`src/sv/tra_pkg.sv`:
```
// Shared types, codes, constants and lookup functions of the tile region allocator.
package tra_pkg;

    // Field widths of the request and result items.
    localparam int OP_W      = 2;
    localparam int TYPE_W    = 4;
    localparam int PITCH_W   = 16;
    localparam int HEIGHT_W  = 14;
    localparam int MASK_W    = 8;
    localparam int ADDR_W    = 32;
    localparam int STATUS_W  = 2;
    localparam int ALIGN_W   = 14;
    localparam int SIZE_W    = 32;
    localparam int ACTION_W  = 2;
    localparam int TIDX_W    = 3;

    // Height rounded up to whole 32-line blocks fits in this many bits.
    localparam int HBLK_SHIFT = 5;
    localparam int HBLK_W     = HEIGHT_W + 1 - HBLK_SHIFT;
    localparam int PROD_W     = PITCH_W + HBLK_W;

    // Default number of tile regions.
    localparam int TILE_REGIONS_DEF = 8;

    // Operation codes.
    localparam logic [OP_W-1:0] OP_ALLOC = 2'd0;
    localparam logic [OP_W-1:0] OP_FREE  = 2'd1;
    localparam logic [OP_W-1:0] OP_BIND  = 2'd2;

    // Status codes.
    localparam logic [STATUS_W-1:0] STAT_OK     = 2'd0;
    localparam logic [STATUS_W-1:0] STAT_BADARG = 2'd1;
    localparam logic [STATUS_W-1:0] STAT_NOFREE = 2'd2;

    // Tile actions.
    localparam logic [ACTION_W-1:0] ACT_NONE  = 2'd0;
    localparam logic [ACTION_W-1:0] ACT_PROG  = 2'd1;
    localparam logic [ACTION_W-1:0] ACT_INVAL = 2'd2;

    // Alignment of a tiled surface and of a bound region (16K).
    localparam logic [ALIGN_W-1:0] ALIGN_TILED = 14'h3fff;

    // Number of known memory types.
    localparam logic [TYPE_W-1:0] NUM_TYPES = 4'd12;

    // Largest pitch of the ladder; any request above the step below it lands here.
    localparam logic [PITCH_W-1:0] PITCH_TOP = 16'hE000;
    localparam int LADDER_N = 22;
    localparam logic [PITCH_W-1:0] PITCH_LADDER [LADDER_N] = '{
        16'h0200, 16'h0400, 16'h0600, 16'h0800, 16'h0A00, 16'h0C00, 16'h0E00, 16'h1000,
        16'h1400, 16'h1800, 16'h1C00, 16'h2000, 16'h2800, 16'h3000, 16'h3800, 16'h4000,
        16'h5000, 16'h6000, 16'h7000, 16'h8000, 16'hA000, 16'hC000
    };

    // Command signals from the controller to the datapath.
    typedef struct packed {
        logic capture;
        logic load_out;
    } cmd_t;

    // Alignment mask of each memory type; unknown types give zero.
    function automatic logic [ALIGN_W-1:0] type_align(input logic [TYPE_W-1:0] t);
        logic [ALIGN_W-1:0] r;
        unique case (t)
            4'd0, 4'd1: r = 14'h003f;
            4'd2:       r = 14'h00ff;
            4'd3:       r = 14'h001f;
            4'd4:       r = 14'h07ff;
            4'd5:       r = 14'h0003;
            4'd6:       r = 14'h000f;
            4'd7, 4'd8, 4'd9, 4'd10, 4'd11: r = 14'h0fff;
            default:    r = '0;
        endcase
        return r;
    endfunction

    // Smallest ladder pitch at or above the request; any request above the last step gives PITCH_TOP.
    function automatic logic [PITCH_W-1:0] round_pitch(input logic [PITCH_W-1:0] p);
        logic [PITCH_W-1:0] r;
        r = PITCH_TOP;
        for (int k = LADDER_N - 1; k >= 0; k--)
        begin
            if (p <= PITCH_LADDER[k])
            begin
                r = PITCH_LADDER[k];
            end
        end
        return r;
    endfunction

endpackage

```
`src/sv/tra_ctrl.sv`:
```
// Controller state machine of the tile region allocator: handshakes and sequencing.
module tra_ctrl (
    input  logic          clk,
    input  logic          rst_n,
    input  logic          in_valid,
    output logic          in_stall,
    output logic          out_valid,
    input  logic          out_stall,
    output tra_pkg::cmd_t cmd
);
    import tra_pkg::*;

    localparam logic ST_IDLE = 1'b0;
    localparam logic ST_BUSY = 1'b1;

    logic state_reg, state_next;
    logic out_valid_reg, out_valid_next;
    logic accept, out_xfer, load_out;

    // Handshake decode.
    assign accept   = in_valid && (state_reg == ST_IDLE);
    assign out_xfer = out_valid_reg && !out_stall;
    assign load_out = (state_reg == ST_BUSY) && (!out_valid_reg || out_xfer);

    assign in_stall     = (state_reg == ST_BUSY);
    assign out_valid    = out_valid_reg;
    assign cmd.capture  = accept;
    assign cmd.load_out = load_out;

    // Next state: a captured item finishes once the output register is free.
    always_comb
    begin
        state_next = state_reg;
        unique case (state_reg)
            ST_IDLE:
            begin
                if (accept)
                begin
                    state_next = ST_BUSY;
                end
            end
            ST_BUSY:
            begin
                if (load_out)
                begin
                    state_next = ST_IDLE;
                end
            end
            default: state_next = ST_IDLE;
        endcase
    end

    // Output valid rises on a load and falls on a transfer.
    always_comb
    begin
        out_valid_next = out_valid_reg;
        priority if (load_out)
        begin
            out_valid_next = 1'b1;
        end
        else if (out_xfer)
        begin
            out_valid_next = 1'b0;
        end
    end

    // Control registers.
    always_ff @(posedge clk or negedge rst_n)
    begin
        if (!rst_n)
        begin
            state_reg     <= ST_IDLE;
            out_valid_reg <= 1'b0;
        end
        else
        begin
            state_reg     <= state_next;
            out_valid_reg <= out_valid_next;
        end
    end

    // A load always leaves a result presented.
    a_load_shows: assert property (@(posedge clk) disable iff (!rst_n)
        load_out |=> out_valid_reg)
        else $error("result not presented after load");

    // A pending item waits while the presented result is held.
    a_busy_holds: assert property (@(posedge clk) disable iff (!rst_n)
        (state_reg == ST_BUSY && out_valid_reg && out_stall) |=> (state_reg == ST_BUSY))
        else $error("pending item lost while output held");

    // A transfer with nothing pending empties the output.
    a_xfer_drains: assert property (@(posedge clk) disable iff (!rst_n)
        (out_xfer && state_reg == ST_IDLE) |=> !out_valid_reg)
        else $error("result repeated after transfer");

    // An accepted item blocks further input for the next cycle.
    a_capture_busy: assert property (@(posedge clk) disable iff (!rst_n)
        accept |=> in_stall)
        else $error("input not stalled after capture");

endmodule

```
`src/sv/tra_dpath.sv`:
```
// Datapath of the tile region allocator: region bitmap, pitch rounding and size multiply.
module tra_dpath #(
    parameter int TILE_REGIONS = tra_pkg::TILE_REGIONS_DEF
) (
    input  logic                            clk,
    input  logic                            rst_n,
    input  tra_pkg::cmd_t                   cmd,
    input  logic [tra_pkg::OP_W-1:0]        operation,
    input  logic [tra_pkg::TYPE_W-1:0]      mem_type,
    input  logic [tra_pkg::PITCH_W-1:0]     req_pitch,
    input  logic [tra_pkg::HEIGHT_W-1:0]    height,
    input  logic                            no_pitch_adjust,
    input  logic [tra_pkg::MASK_W-1:0]      res_mask,
    input  logic [tra_pkg::ADDR_W-1:0]      base_offset,
    input  logic [tra_pkg::ADDR_W-1:0]      bind_size,
    output logic [tra_pkg::STATUS_W-1:0]    status,
    output logic [tra_pkg::ALIGN_W-1:0]     align_mask,
    output logic [tra_pkg::PITCH_W-1:0]     pitch_out,
    output logic [tra_pkg::SIZE_W-1:0]      size_out,
    output logic [tra_pkg::MASK_W-1:0]      res_id,
    output logic [tra_pkg::ACTION_W-1:0]    tile_action,
    output logic [tra_pkg::TIDX_W-1:0]      tile_index,
    output logic [tra_pkg::ADDR_W-1:0]      tile_base,
    output logic [tra_pkg::ADDR_W-1:0]      tile_limit
);
    import tra_pkg::*;

    localparam int IDX_W = (TILE_REGIONS > 1) ? $clog2(TILE_REGIONS) : 1;

    // Region bitmap.
    logic [TILE_REGIONS-1:0] used_reg, used_next;

    // Working registers of the captured item.
    logic [STATUS_W-1:0] w_status_reg, w_status_next;
    logic [ALIGN_W-1:0]  w_align_reg, w_align_next;
    logic [PITCH_W-1:0]  w_pitch_reg, w_pitch_next;
    logic [PITCH_W-1:0]  w_mul_reg, w_mul_next;
    logic [HBLK_W-1:0]   w_hblk_reg, w_hblk_next;
    logic [MASK_W-1:0]   w_rid_reg, w_rid_next;
    logic [ACTION_W-1:0] w_act_reg, w_act_next;
    logic [TIDX_W-1:0]   w_tidx_reg, w_tidx_next;
    logic [ADDR_W-1:0]   w_base_reg, w_base_next;
    logic [ADDR_W-1:0]   w_limit_reg, w_limit_next;

    // Output registers.
    logic [STATUS_W-1:0] o_status_reg;
    logic [ALIGN_W-1:0]  o_align_reg;
    logic [PITCH_W-1:0]  o_pitch_reg;
    logic [SIZE_W-1:0]   o_size_reg, o_size_next;
    logic [MASK_W-1:0]   o_rid_reg;
    logic [ACTION_W-1:0] o_act_reg;
    logic [TIDX_W-1:0]   o_tidx_reg;
    logic [ADDR_W-1:0]   o_base_reg;
    logic [ADDR_W-1:0]   o_limit_reg;

    logic                    free_any;
    logic [IDX_W-1:0]        free_idx;
    logic [TILE_REGIONS-1:0] free_bit;
    logic                    mask_hit;
    logic [TIDX_W-1:0]       mask_idx;
    logic [TILE_REGIONS-1:0] mask_ext;
    logic                    bind_ok;
    logic                    misaligned;
    logic [PITCH_W-1:0]      rp;
    logic [PROD_W-1:0]       prod;

    // Lowest free region.
    always_comb
    begin
        free_any = 1'b0;
        free_idx = '0;
        for (int i = TILE_REGIONS - 1; i >= 0; i--)
        begin
            if (!used_reg[i])
            begin
                free_any = 1'b1;
                free_idx = IDX_W'(i);
            end
        end
    end

    assign free_bit = TILE_REGIONS'(1) << free_idx;

    // Lowest mask bit that names an existing region.
    always_comb
    begin
        mask_hit = 1'b0;
        mask_idx = '0;
        for (int i = MASK_W - 1; i >= 0; i--)
        begin
            if (res_mask[i] && (i < TILE_REGIONS))
            begin
                mask_hit = 1'b1;
                mask_idx = TIDX_W'(i);
            end
        end
    end

    assign mask_ext   = TILE_REGIONS'(res_mask);
    assign bind_ok    = $onehot(res_mask) && mask_hit;
    assign misaligned = (base_offset[ALIGN_W-1:0] != '0) || (bind_size[ALIGN_W-1:0] != '0);
    assign rp         = round_pitch(req_pitch);

    // Decode of one request into its result and the new bitmap.
    always_comb
    begin
        used_next     = used_reg;
        w_status_next = STAT_OK;
        w_align_next  = '0;
        w_pitch_next  = req_pitch;
        w_mul_next    = '0;
        w_rid_next    = '0;
        w_act_next    = ACT_NONE;
        w_tidx_next   = '0;
        w_base_next   = '0;
        w_limit_next  = '0;
        w_hblk_next   = HBLK_W'((HEIGHT_W'(height) + (HEIGHT_W+1)'(31)) >> HBLK_SHIFT);
        unique case (operation)
            OP_ALLOC:
            begin
                if (mem_type >= NUM_TYPES)
                begin
                    w_status_next = STAT_BADARG;
                end
                else
                begin
                    w_align_next = type_align(mem_type);
                    if (req_pitch != '0)
                    begin
                        if (!free_any)
                        begin
                            w_status_next = STAT_NOFREE;
                        end
                        else if (!(no_pitch_adjust && (rp != req_pitch)))
                        begin
                            used_next    = used_reg | free_bit;
                            w_align_next = ALIGN_TILED;
                            w_pitch_next = rp;
                            w_mul_next   = rp;
                            w_rid_next   = MASK_W'(1) << free_idx;
                        end
                    end
                end
            end
            OP_FREE:
            begin
                if (mask_hit)
                begin
                    w_act_next  = ACT_INVAL;
                    w_tidx_next = mask_idx;
                end
                used_next = used_reg & ~mask_ext;
            end
            OP_BIND:
            begin
                if (res_mask != '0)
                begin
                    if (!bind_ok)
                    begin
                        w_status_next = STAT_BADARG;
                    end
                    else if (misaligned)
                    begin
                        used_next   = used_reg & ~mask_ext;
                        w_act_next  = ACT_INVAL;
                        w_tidx_next = mask_idx;
                    end
                    else
                    begin
                        w_act_next   = ACT_PROG;
                        w_tidx_next  = mask_idx;
                        w_base_next  = base_offset;
                        w_limit_next = base_offset + bind_size - ADDR_W'(1);
                    end
                end
            end
            default:
            begin
                w_status_next = STAT_BADARG;
            end
        endcase
    end

    // Size is the rounded pitch times the height rounded up to 32 lines; it is zero unless a region was allocated.
    assign prod        = w_mul_reg * w_hblk_reg;
    assign o_size_next = SIZE_W'({prod, HBLK_SHIFT'(0)});

    // Region bitmap register.
    always_ff @(posedge clk or negedge rst_n)
    begin
        if (!rst_n)
        begin
            used_reg <= '0;
        end
        else if (cmd.capture)
        begin
            used_reg <= used_next;
        end
    end

    // Working registers, loaded on an input transfer.
    always_ff @(posedge clk)
    begin
        if (cmd.capture)
        begin
            w_status_reg <= w_status_next;
            w_align_reg  <= w_align_next;
            w_pitch_reg  <= w_pitch_next;
            w_mul_reg    <= w_mul_next;
            w_hblk_reg   <= w_hblk_next;
            w_rid_reg    <= w_rid_next;
            w_act_reg    <= w_act_next;
            w_tidx_reg   <= w_tidx_next;
            w_base_reg   <= w_base_next;
            w_limit_reg  <= w_limit_next;
        end
    end

    // Output registers, loaded when the controller finishes an item.
    always_ff @(posedge clk)
    begin
        if (cmd.load_out)
        begin
            o_status_reg <= w_status_reg;
            o_align_reg  <= w_align_reg;
            o_pitch_reg  <= w_pitch_reg;
            o_size_reg   <= o_size_next;
            o_rid_reg    <= w_rid_reg;
            o_act_reg    <= w_act_reg;
            o_tidx_reg   <= w_tidx_reg;
            o_base_reg   <= w_base_reg;
            o_limit_reg  <= w_limit_reg;
        end
    end

    assign status      = o_status_reg;
    assign align_mask  = o_align_reg;
    assign pitch_out   = o_pitch_reg;
    assign size_out    = o_size_reg;
    assign res_id      = o_rid_reg;
    assign tile_action = o_act_reg;
    assign tile_index  = o_tidx_reg;
    assign tile_base   = o_base_reg;
    assign tile_limit  = o_limit_reg;

endmodule

```
`src/sv/tile_region_allocator.sv`:
```
// Top level of the tile region allocator: controller and datapath joined by commands.
//
// Each transfer carries one request (allocate, free or bind) and produces exactly one
// result. In the transfer cycle the region bitmap is searched, the pitch is rounded up
// the tile pitch ladder, the bind limit is added and the bitmap is updated; the rest is
// held in the working registers. From these the pitch is multiplied by the height in
// 32-line blocks and the result is loaded into the output register once it is free.
// The input stalls from the transfer until that load, so a new request is taken only
// after the last has been loaded. A result waiting in the output register does not
// block the next request; that request then waits in its working registers until the
// output transfers. Reset is asynchronous and active low and leaves all regions free.
module tile_region_allocator #(
    parameter int TILE_REGIONS = tra_pkg::TILE_REGIONS_DEF
) (
    input  logic                            clk,
    input  logic                            rst_n,
    input  logic                            in_valid,
    output logic                            in_stall,
    input  logic [tra_pkg::OP_W-1:0]        operation,
    input  logic [tra_pkg::TYPE_W-1:0]      mem_type,
    input  logic [tra_pkg::PITCH_W-1:0]     req_pitch,
    input  logic [tra_pkg::HEIGHT_W-1:0]    height,
    input  logic                            no_pitch_adjust,
    input  logic [tra_pkg::MASK_W-1:0]      res_mask,
    input  logic [tra_pkg::ADDR_W-1:0]      base_offset,
    input  logic [tra_pkg::ADDR_W-1:0]      bind_size,
    output logic                            out_valid,
    input  logic                            out_stall,
    output logic [tra_pkg::STATUS_W-1:0]    status,
    output logic [tra_pkg::ALIGN_W-1:0]     align_mask,
    output logic [tra_pkg::PITCH_W-1:0]     pitch_out,
    output logic [tra_pkg::SIZE_W-1:0]      size_out,
    output logic [tra_pkg::MASK_W-1:0]      res_id,
    output logic [tra_pkg::ACTION_W-1:0]    tile_action,
    output logic [tra_pkg::TIDX_W-1:0]      tile_index,
    output logic [tra_pkg::ADDR_W-1:0]      tile_base,
    output logic [tra_pkg::ADDR_W-1:0]      tile_limit
);
    import tra_pkg::*;

    cmd_t cmd;

    // Sequencing and handshakes.
    tra_ctrl u_ctrl (
        .clk       (clk),
        .rst_n     (rst_n),
        .in_valid  (in_valid),
        .in_stall  (in_stall),
        .out_valid (out_valid),
        .out_stall (out_stall),
        .cmd       (cmd)
    );

    // Bitmap, rounding and result registers.
    tra_dpath #(
        .TILE_REGIONS (TILE_REGIONS)
    ) u_dpath (
        .clk             (clk),
        .rst_n           (rst_n),
        .cmd             (cmd),
        .operation       (operation),
        .mem_type        (mem_type),
        .req_pitch       (req_pitch),
        .height          (height),
        .no_pitch_adjust (no_pitch_adjust),
        .res_mask        (res_mask),
        .base_offset     (base_offset),
        .bind_size       (bind_size),
        .status          (status),
        .align_mask      (align_mask),
        .pitch_out       (pitch_out),
        .size_out        (size_out),
        .res_id          (res_id),
        .tile_action     (tile_action),
        .tile_index      (tile_index),
        .tile_base       (tile_base),
        .tile_limit      (tile_limit)
    );

endmodule
```
`config.mk`:
```
export PLATFORM = sky130hd
export DESIGN_NAME = tile_region_allocator
export DESIGN_NICKNAME = d
export VERILOG_FILES = /design/src/sv/tra_pkg.sv /design/src/sv/tra_ctrl.sv /design/src/sv/tra_dpath.sv /design/src/sv/tile_region_allocator.sv
export SDC_FILE = /design/constraint.sdc
export NUM_CORES = 1
export LEC_CHECK = 0
export BUFFER_PORTS_ARGS = -buffer_cell sky130_fd_sc_hd__buf_4
export CAP_MARGIN = 20
export CORE_MARGIN = 2
export CORE_UTILIZATION = 45
export CTS_CLUSTER_SIZE = 12
export DETAILED_ROUTE_END_ITERATION = 10
export GPL_TIMING_DRIVEN = 0
export PLACE_DENSITY_LB_ADDON = 0.1
export RECOVER_POWER = 25
export SLEW_MARGIN = 20
export SYNTH_ARGS = -nofsm -noshare
export SYNTH_HDL_FRONTEND = slang
export SYNTH_HIERARCHICAL = 1
export SYNTH_SLANG_ARGS = --single-unit
```
`constraint.sdc`:
```
create_clock -name clk -period 13.4 [get_ports clk]
set_input_delay 0 -clock clk [delete_from_list [all_inputs] [get_ports clk]]
set_output_delay 0 -clock clk [all_outputs]
set_load 0.1 [all_outputs]
```
; Word level (Yosys, flattened, before mapping)
; Memory sizes are Yosys's and may differ from the RTL's.
; Cells that the tools add are included.
[word_totals]
inputBits = 113
regBits = 280
out_inout_bits = 143
n_memories = 1
romBits = 192
[op_classes]
n_bitwise = 10
eq_ne = 11
shift = 1
order_cmp = 23
add_sub_neg = 10
muxes = 90
n_reduce_logical = 20
multipliers = 1
[memory_table]
columns = memory, depth, word_bits, rd, rd_clocked_by_memory_dff, write_ports, line_no
row1 = (name not given), 16, 12, 1, 0, 0, tra_pkg.sv:64  ; unique case (t)
[ops]
columns = cell, n
row1 = 16-bit two-way mux, 24
row2 = 16-bit by 12-bit less-or-equal comparator with 1-bit output (second input constant), 4
row3 = 16-bit by 13-bit less-or-equal comparator with 1-bit output (second input constant), 4
row4 = 16-bit by 14-bit less-or-equal comparator with 1-bit output (second input constant), 4
row5 = 16-bit by 15-bit less-or-equal comparator with 1-bit output (second input constant), 4
row6 = 3-bit two-way mux, 19
row7 = 14-bit two-way mux, 4
row8 = 8-bit two-way mux, 7
row9 = 16-bit less-or-equal comparator (second input constant), 3
row10 = 32-bit adder, 1
row11 = 16-bit by 11-bit less-or-equal comparator with 1-bit output (second input constant), 2
row12 = 32-bit by 1-bit subtractor with 32-bit output (second input constant), 1
row13 = 15-bit two-way mux, 2
row14 = 14-bit nonzero test, 2
row15 = 16-bit by 10-bit multiplier with 26-bit output, 1
row16 = 8-bit case mux with 3 select lines, 1
row17 = 1-bit two-way mux, 21
row18 = 16-bit by 10-bit less-or-equal comparator with 1-bit output (second input constant), 1
row19 = 2-bit two-way mux, 8
row20 = 16-bit != test, 1
row21 = 16-bit nonzero test, 1
row22 = 14-bit by 5-bit adder with 15-bit output (second input constant), 1
row23 = 4-bit adder, 3
row24 = 2-bit by 1-bit != test with 1-bit output (second input constant), 5
row25 = 26 further kinds, 42

; Depth between registers and ports, before layout
; Gate-level depths: netlist of the first run.
[depth]
depth_word = 30
mapped_depth = 20

; Hierarchy
; Netlist of the first run, hierarchy kept.
[modules_own_cells]
columns = mod, area_each_um2, cells_each, n_inst, seq_area_each_um2
row1 = tra_dpath, 14257.4, 1247, 1, 7407.1
row2 = tra_ctrl, 98.8, 8, 1, 50.0

; Worst setup path after synthesis of the first run
; OpenSTA, ideal clock, no wires.
[synth_path]
kind = reg-to-reg
start = register u_dpath.w_mul_reg[12]
end = register u_dpath.o_size_reg[29] (netlist: u_dpath/size_out[29]), data pin
n_path_buf = 1
path_slack_ns = 8.554
arrival_ns = 4.588
period_less_slack_ns = 4.846
stages_incl_launch_ff = 18
cell_sequence = edfxtp_1 > clkbuf_1 > nand2_1 > fa_1 > fa_1 > inv_1 > ha_1 > inv_1 > fa_1 > inv_1 > fa_1 > ha_1 > a211oi_1 > o31ai_1 > or4_1 > a41o_1 > a21oi_1 > xnor2_1
[synth_between]
elab_chain_cells = 1
[synth_rtl]
columns = element, line_no
row1 = from (decl), tra_dpath.sv:37  ; logic [PITCH_W-1:0] w_mul_reg, w_mul_next;
row2 = from (signal assigned), tra_dpath.sv:209  ; w_mul_reg <= w_mul_next;
row3 = 16-bit by 10-bit multiplier with 26-bit output, tra_dpath.sv:185  ; assign prod = w_mul_reg * w_hblk_reg;
row4 = via u_dpath.prod[24], tra_dpath.sv:65  ; logic [PROD_W-1:0] prod;
row5 = to (signal assigned), tra_dpath.sv:227  ; o_size_reg <= o_size_next;
row6 = to (decl), tra_dpath.sv:49  ; logic [SIZE_W-1:0] o_size_reg, o_size_next;
; The timed path passes the listed nets, and every way through them passes these cells.
; A chain may end at the register's enable or synchronous reset.

; Worst setup path in the final report of the first run
[layout_path]
start = register u_dpath.w_mul_reg[13]
end = register u_dpath.o_size_reg[29] (netlist: u_dpath/size_out[29]), data pin
; Same word-level chain as after synthesis.

==> impl_results.md, run 1 <==
- Result of the run: complete, no violations
- Via count of the first global-routing pass: 10400
- Total internal power: 1780 uW
- Worst Setup End Kind: flip-flop
- Clk root buf: clkbuf_16
- Async set-reset flop share out of synthesis: 0.0400
- Via density per instance: 4.98
- Portion of total power attributed to sequential cells: 0.351
- Critical-path cell with the highest stage delay: fa_1
- Maximum buffer depth of the clock tree: 3
- Switching power as a share of total power: 0.384
- Post-route clock period utilization: 0.399
- Crit start category: flip-flop
- Horiz. Die Dim: 183 um
- Time the final worst path needs with I/O delays and setup: 5340 ps
- Hold/Removal Path Class: primary input to flip-flop
- Vias post-DR: 10100
- Total Die Area: 33300 um2
- Setup slack, reg-to-reg: 8060 ps
- Portion of synthesized cell area occupied by the leading cell type: 0.502
- Post-layout nets: 1895
- Layout overhead on the synthesized area: 27.1%
- Count of filler cells inserted in the layout: 2689
- Hold Violations, Final: 0
- Most common cell on crit path: fa_1
- Max Cap Violations: 0
- First drt pass iteration count: 5
- Post-Route WL: 31700 um
- Layer with the highest usage: met2
- Aggregate negative setup slack: 0 ps
- Clock buffer count from CTS: 28
- Antenna Nets Post-Route: 0
- Slowest cell delay on critical path: 530 ps
- Clock tree from TritonCTS: done
- Ranking of synthesized cells by instance count: 240 x edfxtp_1, 216 x inv_1, 124 x ha_1
- CTS HTree Levels: 1
- Share of the yosys chip area belonging to registers: 0.519
- FP Rows: 65
- Maximum number of pins on one net before global-route repair: 87
- Final setup fails: 0
- Cell Area, Synth: 14400 um2
- Initial antenna violation count: 0
- Clock slew seen by the registers of the worst setup and hold paths: 50 ps
- Placed cell areas: 16800 um2
- Met3 routing resource usage after global routing: 0.0297
- Count of boundary I/O pins: 256
- Switching power summed over all nets: 1110 uW
- Global Route Usage Sum: 0.194
- Power density normalized to cell area: 158 nW/um2
- Data arrival at the endpoint of the critical path: 5610 ps
- Most used flip-flop cell after synthesis: edfxtp_1
- Met2 Usage GRT: 0.344
- Worst setup path class: flip-flop to flip-flop
- Post-Synthesis Cells: 1255
- Final instance area: 18300 um2
- Synthesis Warnings: 6
- Routed wire length per instance: 15.6 um
- Highest ir drop seen on vdd: 0.101 mV
- Max Fclk: 187 MHz
- Drt drc: 0
- Number of buffers inserted by port buffering: 236
- Transition time at the pin with the least slew margin: 1270 ps
- Clock insertion delay at the later pin of the skew report: 530 ps
- Routability-driven placement congestion ratio: 0.854
- Clock Sink Count: 250
- Leftover overflow at the end of global routing: 0
- Static leakage power: 0.00807 uW
- Largest fanout on the critical path: 10
- Register bit total from synthesis: 250
- Number of enable flip-flop cells after synthesis: 240
- Footprint of the multi-input gates: 5920 um2
- Synth area leaders: edfxtp_1 50%, ha_1 11%, fa_1 6.0%
- Setup repair after global routing missed its margin: no
- Yosys cell types: 72
- Post-synthesis area per instance: 11.4 um2
- Count of instances resized after the clock tree is built: 0
- Initial Utilization: 0.456
- Global-route wire length before repair: 51900 um
- Seq. cell area: 7460 um2
- Fraction of final layout cells sized beyond drive strength 1: 0.172
- Clock network fraction of design power: 0.271
- Library cell occupying the most area in the post-synthesis netlist: edfxtp_1
- Count of final max-slew check failures: 0
- Req. time, crit path: 13670 ps
- Worst slew slack as a fraction of its limit: 0.160
- Post-route clock skew: 15.2 ps
- Cell with the most instances after synthesis: edfxtp_1
- Sequence of cells on the critical path: clkbuf_1 -> nand2_1 -> fa_1 -> fa_1 -> inv_1 -> ha_1 -> inv_1 -> fa_1 -> inv_1 -> fa_1 -> ha_1 -> a211oi_1 -> o31ai_1 -> or4_1 -> a41o_1 -> a21oi_1 -> xnor2_1
- HPWL after DPL: 23500 um
- Comb power frac: 0.377
- Height of the die: 183 um
- Met1 layer usage reported by global route: 0.248
- Core area: 31500 um2
- ANT cells: 0
- Initial drt markers: 638
-- worst paths after layout --
path                                   startpoint                endpoint  cells past startpoint
max                         u_dpath/w_mul_reg[13]    u_dpath/size_out[29]                     17
min                                base_offset[0]  u_dpath/w_limit_reg[0]                      4
max reg2reg                 u_dpath/w_mul_reg[13]    u_dpath/size_out[29]                     17
min reg2reg                u_dpath/w_limit_reg[3]   u_dpath/tile_limit[3]                      0
max in group asynchronous                   rst_n     u_dpath/used_reg[0]                      3
min in group asynchronous                   rst_n     u_dpath/used_reg[3]                      3
-- cell type report --
type | count | share of cell area
multi-input combinational | 768 | 0.324
clock buffer | 39 | 0.0429
inverter | 216 | 0.0444
sequential | 250 | 0.409
tap | 402 | 0.0276
timing repair buffer | 302 | 0.128
buffer | 49 | 0.0156
clock inverter | 12 | 0.00884
-- layout by cell type, fill, tap and decap left out, types with 11 or more instances in the layout --
master and n:
edfxtp_1 240, ha_1 124, nor3_1 17, inv_1 216, o21ai_0 27, a21oi_1 58
xnor2_1 32, dlygate4sd3_1 64, nand3_1 26, xor2_1 17, nand2_1 83, a21o_1 16
and2_1 58, conb_1 29, clkbuf_16 29, nor2b_1 11, buf_4 219, clkbuf_1 66
a31oi_1 12, fa_1 43, nor2_1 80
-- critical path: cells and delay by family (launching register included) --
family,cells,cell delay (ps)
compound gates,4,900
xor+xnor,1,90
fa+ha+maj,6,2650
buf+inv,4,540
flops,1,320
simple gates,2,600
-- metrics by stage --
stage	hold slack [ps]	setup slack [ps]	std cells	util	total power, uW
final	26.1	8060	2038	0.580	2890
after global routing	21.0	7750	2038	0.580	3050
after CTS	1.02	8010	2038	0.584	2930
after detailed placement	-163	8050	1923	0.534	2120
after global placement	-165	8090	1921	0.532	2100
after floorplan	-296	8550	1283	-	1880
-- routing by layer --
layer | share of wire | vias up
li1 | - | 5006
met1 | 0.43 | 4799
met2 | 0.50 | 284
met3 | 0.053 | 51
met4 | 0.025 | 0
met5 | 0 | -
-- power by group through the flow --
stage | Combinational (uW) | Clock [uW] | Sequential, uW
floorplan | 467 | 0 | 1410
global placement | 1070 | 0 | 1030
detailed placement | 1090 | 0 | 1030
CTS | 1110 | 806 | 1020
global route | 1190 | 837 | 1020
finish | 1090 | 782 | 1010
-- repair_timing --
item / in CTS / in global routing
hold buffers: 64 / 0
hold endpoints to repair: 70 / 0
endpoints found under the setup margin: 0 / 0
setup buffers: 0 / 0
-- logic make-up (layout without fill, tap and decap cells) --
logic type / after synthesis / count (layout) / share of synthesized area
AOI/OAI and AO/OA: 189 / 189 / 0.0880
xor gates and xnor gates: 49 / 49 / 0.0299
adders and majority gates: 167 / 167 / 0.168
buffers and inverters: 265 / 618 / 0.0755
DFF: 250 / 250 / 0.519
muxes: 2 / 2 / 0.00139
other: 1 / 29 / 0.000261
and+or+nand+nor: 332 / 332 / 0.117
No activity file was read; power rests on OpenSTA's default activity.
==> run 2: changes to the inputs <==
Clock period 13.4 ns to 4.8 ns, I/O delays scaled along.
==> impl_results.md, run 2 (synthesized netlist as in run 1, its figures left out) <==
- Result of the run: finished with violations
- Violated checks: setup timing
- Hold Crit Depth: 4 (unchanged)
- Routability-driven placement congestion ratio: 0.861 (+0.84%)
- Commonest non-fill, non-tap cell in the layout: buf_4
- Switching power summed over all nets: 3210 uW (+190%)
- Layout overhead on the synthesized area: 29.9%
- Hold Violations, Final: 0 (unchanged)
- Post-route clock period utilization: 1.00 (+0.604)
- Pre-CTS WS: -399 ps (-8450 ps)
- Count of filler cells inserted in the layout: 2653 (-1.3%)
- Min-delay src: no_pitch_adjust
- Initial drt markers: 437 (-32%)
- Initial antenna violation count: 1 (+1)
- Fraction of final layout cells sized beyond drive strength 1: 0.211 (+0.0386)
- Fin worst setup slack: -11.5 ps (-8070 ps)
- Sequence of cells on the critical path: nand2_1 -> fa_1 -> fa_1 -> inv_2 -> ha_4 -> inv_2 -> fa_1 -> inv_2 -> fa_1 -> ha_4 -> a211oi_4 -> o31ai_4 -> or4_4 -> a41o_1 -> a21oi_2 -> xnor2_1
- Transition time at the pin with the least slew margin: 1250 ps (-12.1 ps)
- Placed cell areas: 16800 um2 (about the same)
- Crit start category: flip-flop
- CTS HTree Levels: 1 (unchanged)
- Highest ir drop seen on vdd: 0.285 mV (+180%)
- Post-route clock skew: 16.5 ps (+1.29 ps)
- Global-route wire length before repair: 51100 um (-1.5%)
- Global Route Usage Sum: 0.192 (-0.00206)
- Power density normalized to cell area: 439 nW/um2 (+180%)
- Switching power as a share of total power: 0.392 (+0.00786)
- Comb power frac: 0.402 (+0.025)
- Antenna Nets Post-Route: 0 (unchanged)
- Count of boundary I/O pins: 256 (unchanged)
- Slowest cell delay on critical path: 550 ps (+20 ps)
- Core area: 31500 um2 (unchanged)
- Req. time, crit path: 5090 ps (-8580 ps)
- Most common cell on crit path: fa_1
- FF-to-FF path depth: 16 (-1)
- Height of the die: 183 um (unchanged)
- Final setup fails: 1 (+1)
- Aggregate negative setup slack: -11.5 ps (-11.5 ps)
- Clk root buf: clkbuf_16
- Clock tree from TritonCTS: done
- Count of final max-slew check failures: 0 (unchanged)
- Clock buffer count from CTS: 29 (+3.6%)
- Leftover overflow at the end of global routing: 0 (unchanged)
- Hold/Removal Path Class: primary input to flip-flop
- Maximum buffer depth of the clock tree: 3 (unchanged)
- Maximum number of pins on one net before global-route repair: 80 (-8.0%)
- Post-Route WL: 32000 um (+0.81%)
- Worst Setup End Kind: flip-flop
- Vias post-DR: 10200 (+0.89%)
- Worst setup path class: flip-flop to flip-flop
- Critical-path cell with the highest stage delay: fa_1
- Seq. cell area: 7460 um2 (unchanged)
- Static leakage power: 0.00818 uW (+1.4%)
- Clock network fraction of design power: 0.253 (-0.018)
- Max Fclk: 208 MHz (+11%)
- Buffers & Inverters on Critical Path: 3 (-1)
- Post-layout nets: 1922 (+1.4%)
- Total internal power: 4980 uW (+180%)
- WHS Endpoint: u_dpath/w_pitch_reg[11]
- Via count of the first global-routing pass: 10300 (-0.30%)
- Clock Sink Count: 250 (unchanged)
- Time the final worst path needs with I/O delays and setup: 4810 ps (-529 ps)
- Via density per instance: 4.95 (-0.53%)
- Largest fanout on the critical path: 4 (-6)
- First drt pass iteration count: 7 (+2)
- HPWL after DPL: 23200 um (-1.1%)
- Crit Reg-Reg Startpoint: u_dpath/w_hblk_reg[2]
- Initial Utilization: 0.456 (unchanged)
- Data arrival at the endpoint of the critical path: 5100 ps (-510 ps)
- Footprint of the multi-input gates: 6110 um2 (+3.3%)
- Clock insertion delay at the later pin of the skew report: 550 ps (+20 ps)
- Final instance area: 18600 um2 (+2.2%)
- Commonest cells after routing, fill and taps aside: 241 x buf_4, 240 x edfxtp_1, 207 x inv_1
- Horiz. Die Dim: 183 um (unchanged)
- Clock slew seen by the registers of the worst setup and hold paths: 60 ps (about the same)
- Drt drc: 0 (unchanged)
- Largest delay contributor family on the critical path: adder cells
- Total Die Area: 33300 um2 (unchanged)
- FP Rows: 65 (unchanged)
- Worst slew slack as a fraction of its limit: 0.168 (+0.00804)
- Number of buffers inserted by port buffering: 236 (unchanged)
- Routed wire length per instance: 15.5 um (-0.61%)
- Max Cap Violations: 0 (unchanged)
- Setup repair after global routing missed its margin: yes
- Crit Reg-Reg Endpoint: u_dpath/size_out[29]
- Source of the critical timing path: u_dpath/w_hblk_reg[2]
- Portion of total power attributed to sequential cells: 0.345 (-0.006)
- Setup slack, reg-to-reg: -10 ps (-8070 ps)
run 2: cell count changes in the layout (fill, tap and decap cells not counted), moves of 5 or more:
| cell | change |
|---|---|
| ha_2 | +5 |
| buf_4 | +22 |
| inv_1 | -9 |
| and2_4 | +5 |
| ha_4 | +7 |
| inv_2 | +9 |
| ha_1 | -12 |
run 2: area by class of cell:
cell class / count / area share
Clock inverter: 17 / 0.00779
Buffer: 47 / 0.0165
Inverter: 216 / 0.0435
Multi-Input combinational cell: 768 / 0.328
Tap cell: 402 / 0.0270
Timing Repair Buffer: 330 / 0.137
Sequential cell: 250 / 0.400
Antenna cell: 1 / 0.000134
Clock buffer: 36 / 0.0403
run 2: worst max path at each step:
stage | endpoint | depth (start not counted)
CTS | u_dpath/size_out[29] | 15
detailed placement | u_dpath/size_out[29] | 16
global route | u_dpath/size_out[29] | 16
floorplan | u_dpath/size_out[29] | 16
finish | u_dpath/size_out[29] | 16
global placement | u_dpath/size_out[29] | 16
run 2: worst reg2reg max path, cell delays in order (launching register included):
cell and delay (ps):
edfxtp_1 500, nand2_1 140, fa_1 440, fa_1 530, inv_2 50, ha_4 260
inv_2 30, fa_1 490, inv_2 40, fa_1 550, ha_4 230, a211oi_4 280
o31ai_4 120, or4_4 430, a41o_1 260, a21oi_2 150, xnor2_1 80
run 2: stage by stage:
step | hold WS (ps) | std cells | power (uW) | utilization
CTS | 8.02 | 2060 | 8240 | 0.592
detailed placement | -166 | 1923 | 5910 | 0.534
floorplan | -296 | 1283 | 5250 | -
global placement | -164 | 1921 | 5880 | 0.532
finish | 28.1 | 2067 | 8190 | 0.592
global route | 42.2 | 2067 | 8620 | 0.592
run 2: routing by layer:
layer	vias to the layer above	GRT usage	routed length [um]
met5	-	0	0
met4	0	0.0555	806
met3	49	0.0291	1430
met2	235	0.346	16100
met1	4877	0.238	13600
li1	5069	-	-
run 2: what timing repair did:
item | 4_1_cts | 5_1_grt
gates resized for setup | 21 | 34
pin swaps | 24 | 35
cloned | 0 | 0
hold endpoints to repair | 70 | 0
buffers inserted | 21 | 6
endpoints found under the setup margin | 3 | 2
hold buffers | 65 | 0
run 2: power by group through the flow:
stage / sequential (uW) / combinational, uW / clock, uW
CTS: 2830 / 3270 / 2140
detailed placement: 2880 / 3040 / 0
global route: 2850 / 3570 / 2210
global placement: 2880 / 3000 / 0
floorplan: 3940 / 1310 / 0
finish: 2830 / 3290 / 2070
==> run 3: changes to the inputs <==
Clock period 4.8 ns to 5.4 ns, I/O delays scaled along.
==> impl_results.md, run 3 (synthesized netlist as in run 1, its figures left out) <==
- Result of the run: complete, no violations
- Via count of the first global-routing pass: 10400 (+0.30%)
- Global-route wire length before repair: 51900 um (+1.5%)
- Post-route clock skew: 15.8 ps (-0.709 ps)
- Post-layout nets: 1892 (-1.6%)
- Footprint of the multi-input gates: 5920 um2 (-3.1%)
- Initial drt markers: 584 (+34%)
- Count of filler cells inserted in the layout: 2690 (+1.4%)
- Cell total after placement: 1923 (unchanged)
- ANT cells: 0 (-1)
- Clock buffer count from CTS: 28 (-3.4%)
- Drt drc: 0 (unchanged)
- Via density per instance: 4.97 (+0.32%)
- Post-route clock period utilization: 0.947 (-0.0550)
- Critical-path cell with the highest stage delay: edfxtp_1
- Max Cap Violations: 0 (unchanged)
- Seq. cell area: 7460 um2 (unchanged)
- First drt pass iteration count: 5 (-2)
- Worst slew slack as a fraction of its limit: 0.159 (-0.00861)
- Worst Setup End Kind: flip-flop
- Setup repair after global routing missed its margin: no
- Final setup fails: 0 (-1)
- Fraction of final layout cells sized beyond drive strength 1: 0.173 (-0.0376)
- FP Rows: 65 (unchanged)
- Max Fclk: 195 MHz (-6.0%)
- Largest fanout on the critical path: 10 (+6)
- Core area: 31500 um2 (unchanged)
- Static leakage power: 0.00806 uW (-1.4%)
- Commonest non-fill, non-tap cell in the layout: edfxtp_1
- Slowest cell delay on critical path: 560 ps (about the same)
- Layout overhead on the synthesized area: 27.1%
- Time the final worst path needs with I/O delays and setup: 5120 ps (+305 ps)
- Number of buffers inserted by port buffering: 236 (unchanged)
- Sequence of cells on the critical path: and2_1 -> fa_1 -> ha_1 -> ha_1 -> inv_1 -> fa_1 -> fa_1 -> inv_1 -> ha_1 -> inv_1 -> o21bai_1 -> a211oi_2 -> o31ai_1 -> or4_1 -> a41o_1 -> a21oi_1 -> xnor2_1
- Count of boundary I/O pins: 256 (unchanged)
- Routability-driven placement congestion ratio: 0.854 (-0.84%)
- Global Route Usage Sum: 0.194 (+0.00206)
- Initial antenna violation count: 0 (-1)
- Worst hold-check slack: 25.7 ps (-2.40 ps)
- Post-Route WL: 31700 um (-0.85%)
- Hold/Removal Path Class: primary input to flip-flop
- Initial Utilization: 0.456 (unchanged)
- Clk root buf: clkbuf_16
- Height of the die: 183 um (unchanged)
- Crit start category: flip-flop
- Hold Violations, Final: 0 (unchanged)
- Transition time at the pin with the least slew margin: 1270 ps (+13.0 ps)
- Clock Sink Count: 250 (unchanged)
- Maximum number of pins on one net before global-route repair: 87 (+8.8%)
- Vias post-DR: 10100 (-1.2%)
- Clock tree from TritonCTS: done
- CTS HTree Levels: 1 (unchanged)
- Data arrival at the endpoint of the critical path: 5390 ps (+290 ps)
- Maximum buffer depth of the clock tree: 3 (unchanged)
- Leftover overflow at the end of global routing: 0 (unchanged)
- Final Instance Count excl. Fillers: 2035 (-1.5%)
- Antenna Nets Post-Route: 0 (unchanged)
- Worst setup path class: flip-flop to flip-flop
- Power density normalized to cell area: 393 nW/um2 (-11%)
- Commonest cells after routing, fill and taps aside: 240 x edfxtp_1, 219 x buf_4, 216 x inv_1
- HPWL after DPL: 23500 um (+1.2%)
- Routed wire length per instance: 15.6 um (+0.71%)
- Clock slew seen by the registers of the worst setup and hold paths: 50 ps (about the same)
- Total Die Area: 33300 um2 (unchanged)
- Clock insertion delay at the later pin of the skew report: 530 ps (-20 ps)
- Aggregate negative setup slack: 0 ps (+11.5 ps)
- Count of final max-slew check failures: 0 (unchanged)
- Req. time, crit path: 5670 ps (+580 ps)
- Horiz. Die Dim: 183 um (unchanged)
- Highest ir drop seen on vdd: 0.250 mV (-12%)
==> run 3: changes by cell type in the layout (fill, tap and decap cells not counted), moves of 7 or more <==
cell,change
inv_2,-9
inv_1,+9
ha_4,-7
buf_4,-22
ha_1,+12
==> run 3: where the power goes <==
group          total, uW  internal (uW)  leakage [uW]  switching [uW]
Sequential          2520           2440       0.00244            89.4
Clock               1940           1200      0.000456             744
Combinational       2700            780       0.00517            1920
Total               7160           4410       0.00806            2750
==> run 3: timing repair <==
| action | CTS | global route |
|---|---|---|
| gates resized for setup | 0 | 1 |
| setup endpoints to repair | 0 | 2 |
| hold buffers | 64 | 0 |
| setup buffers | 0 | 1 |
| hold endpoints to repair | 70 | 0 |
==> run 3: cell type report <==
cell class                 count  share of cell area
inverter                     216              0.0444
timing repair buffer         303               0.128
multi-input combinational    768               0.325
buffer                        45              0.0147
tap                          402              0.0276
clock inverter                12             0.00885
clock buffer                  39              0.0429
sequential                   250               0.409
==> run 3: final timing paths <==
path / to / startpoint / slack [ps] / depth (start not counted)
max in group asynchronous: u_dpath/used_reg[0] / rst_n / 4550 / 3
worst min-delay path: u_dpath/w_limit_reg[0] / base_offset[0] / 30 / 4
worst max-delay path: u_dpath/size_out[29] / u_dpath/w_mul_reg[11] / 280 / 17
worst min register to register: u_dpath/tile_limit[3] / u_dpath/w_limit_reg[3] / 410 / 0
worst max register to register: u_dpath/size_out[29] / u_dpath/w_mul_reg[11] / 280 / 17
min in group asynchronous: u_dpath/used_reg[3] / rst_n / 520 / 3
==> run 3: per-layer routing <==
metal  GRT usage  vias up  share of wire
li1            -     4999              -
met5           0        -              0
met1       0.248     4796           0.43
met3      0.0297       48          0.050
met4      0.0497        0          0.025
met2       0.344      261           0.50
==> run 3: worst max-delay path: cells and delay by family, from the launching register on <==
family	cells	cell delay [ps]
AOI/OAI and AO/OA	5	930
xor gates and xnor gates	1	90
adders and majority gates	6	2410
buffers and inverters	3	160
DFF	1	560
and+or+nand+nor	2	710
==> run 3: metrics by stage <==
stage / worst slack [ps] / cell area (um2) / utilization / power (uW)
2_1_floorplan: 554 / 14500 / - / 4670
3_3_place_gp: 88.8 / 16700 / 0.532 / 5220
3_5_place_dp: 52.3 / 16800 / 0.534 / 5260
4_1_cts: 14.1 / 18400 / 0.584 / 7270
5_1_grt: 1.86 / 18200 / 0.580 / 7560
6_report: 284 / 18200 / 0.580 / 7160
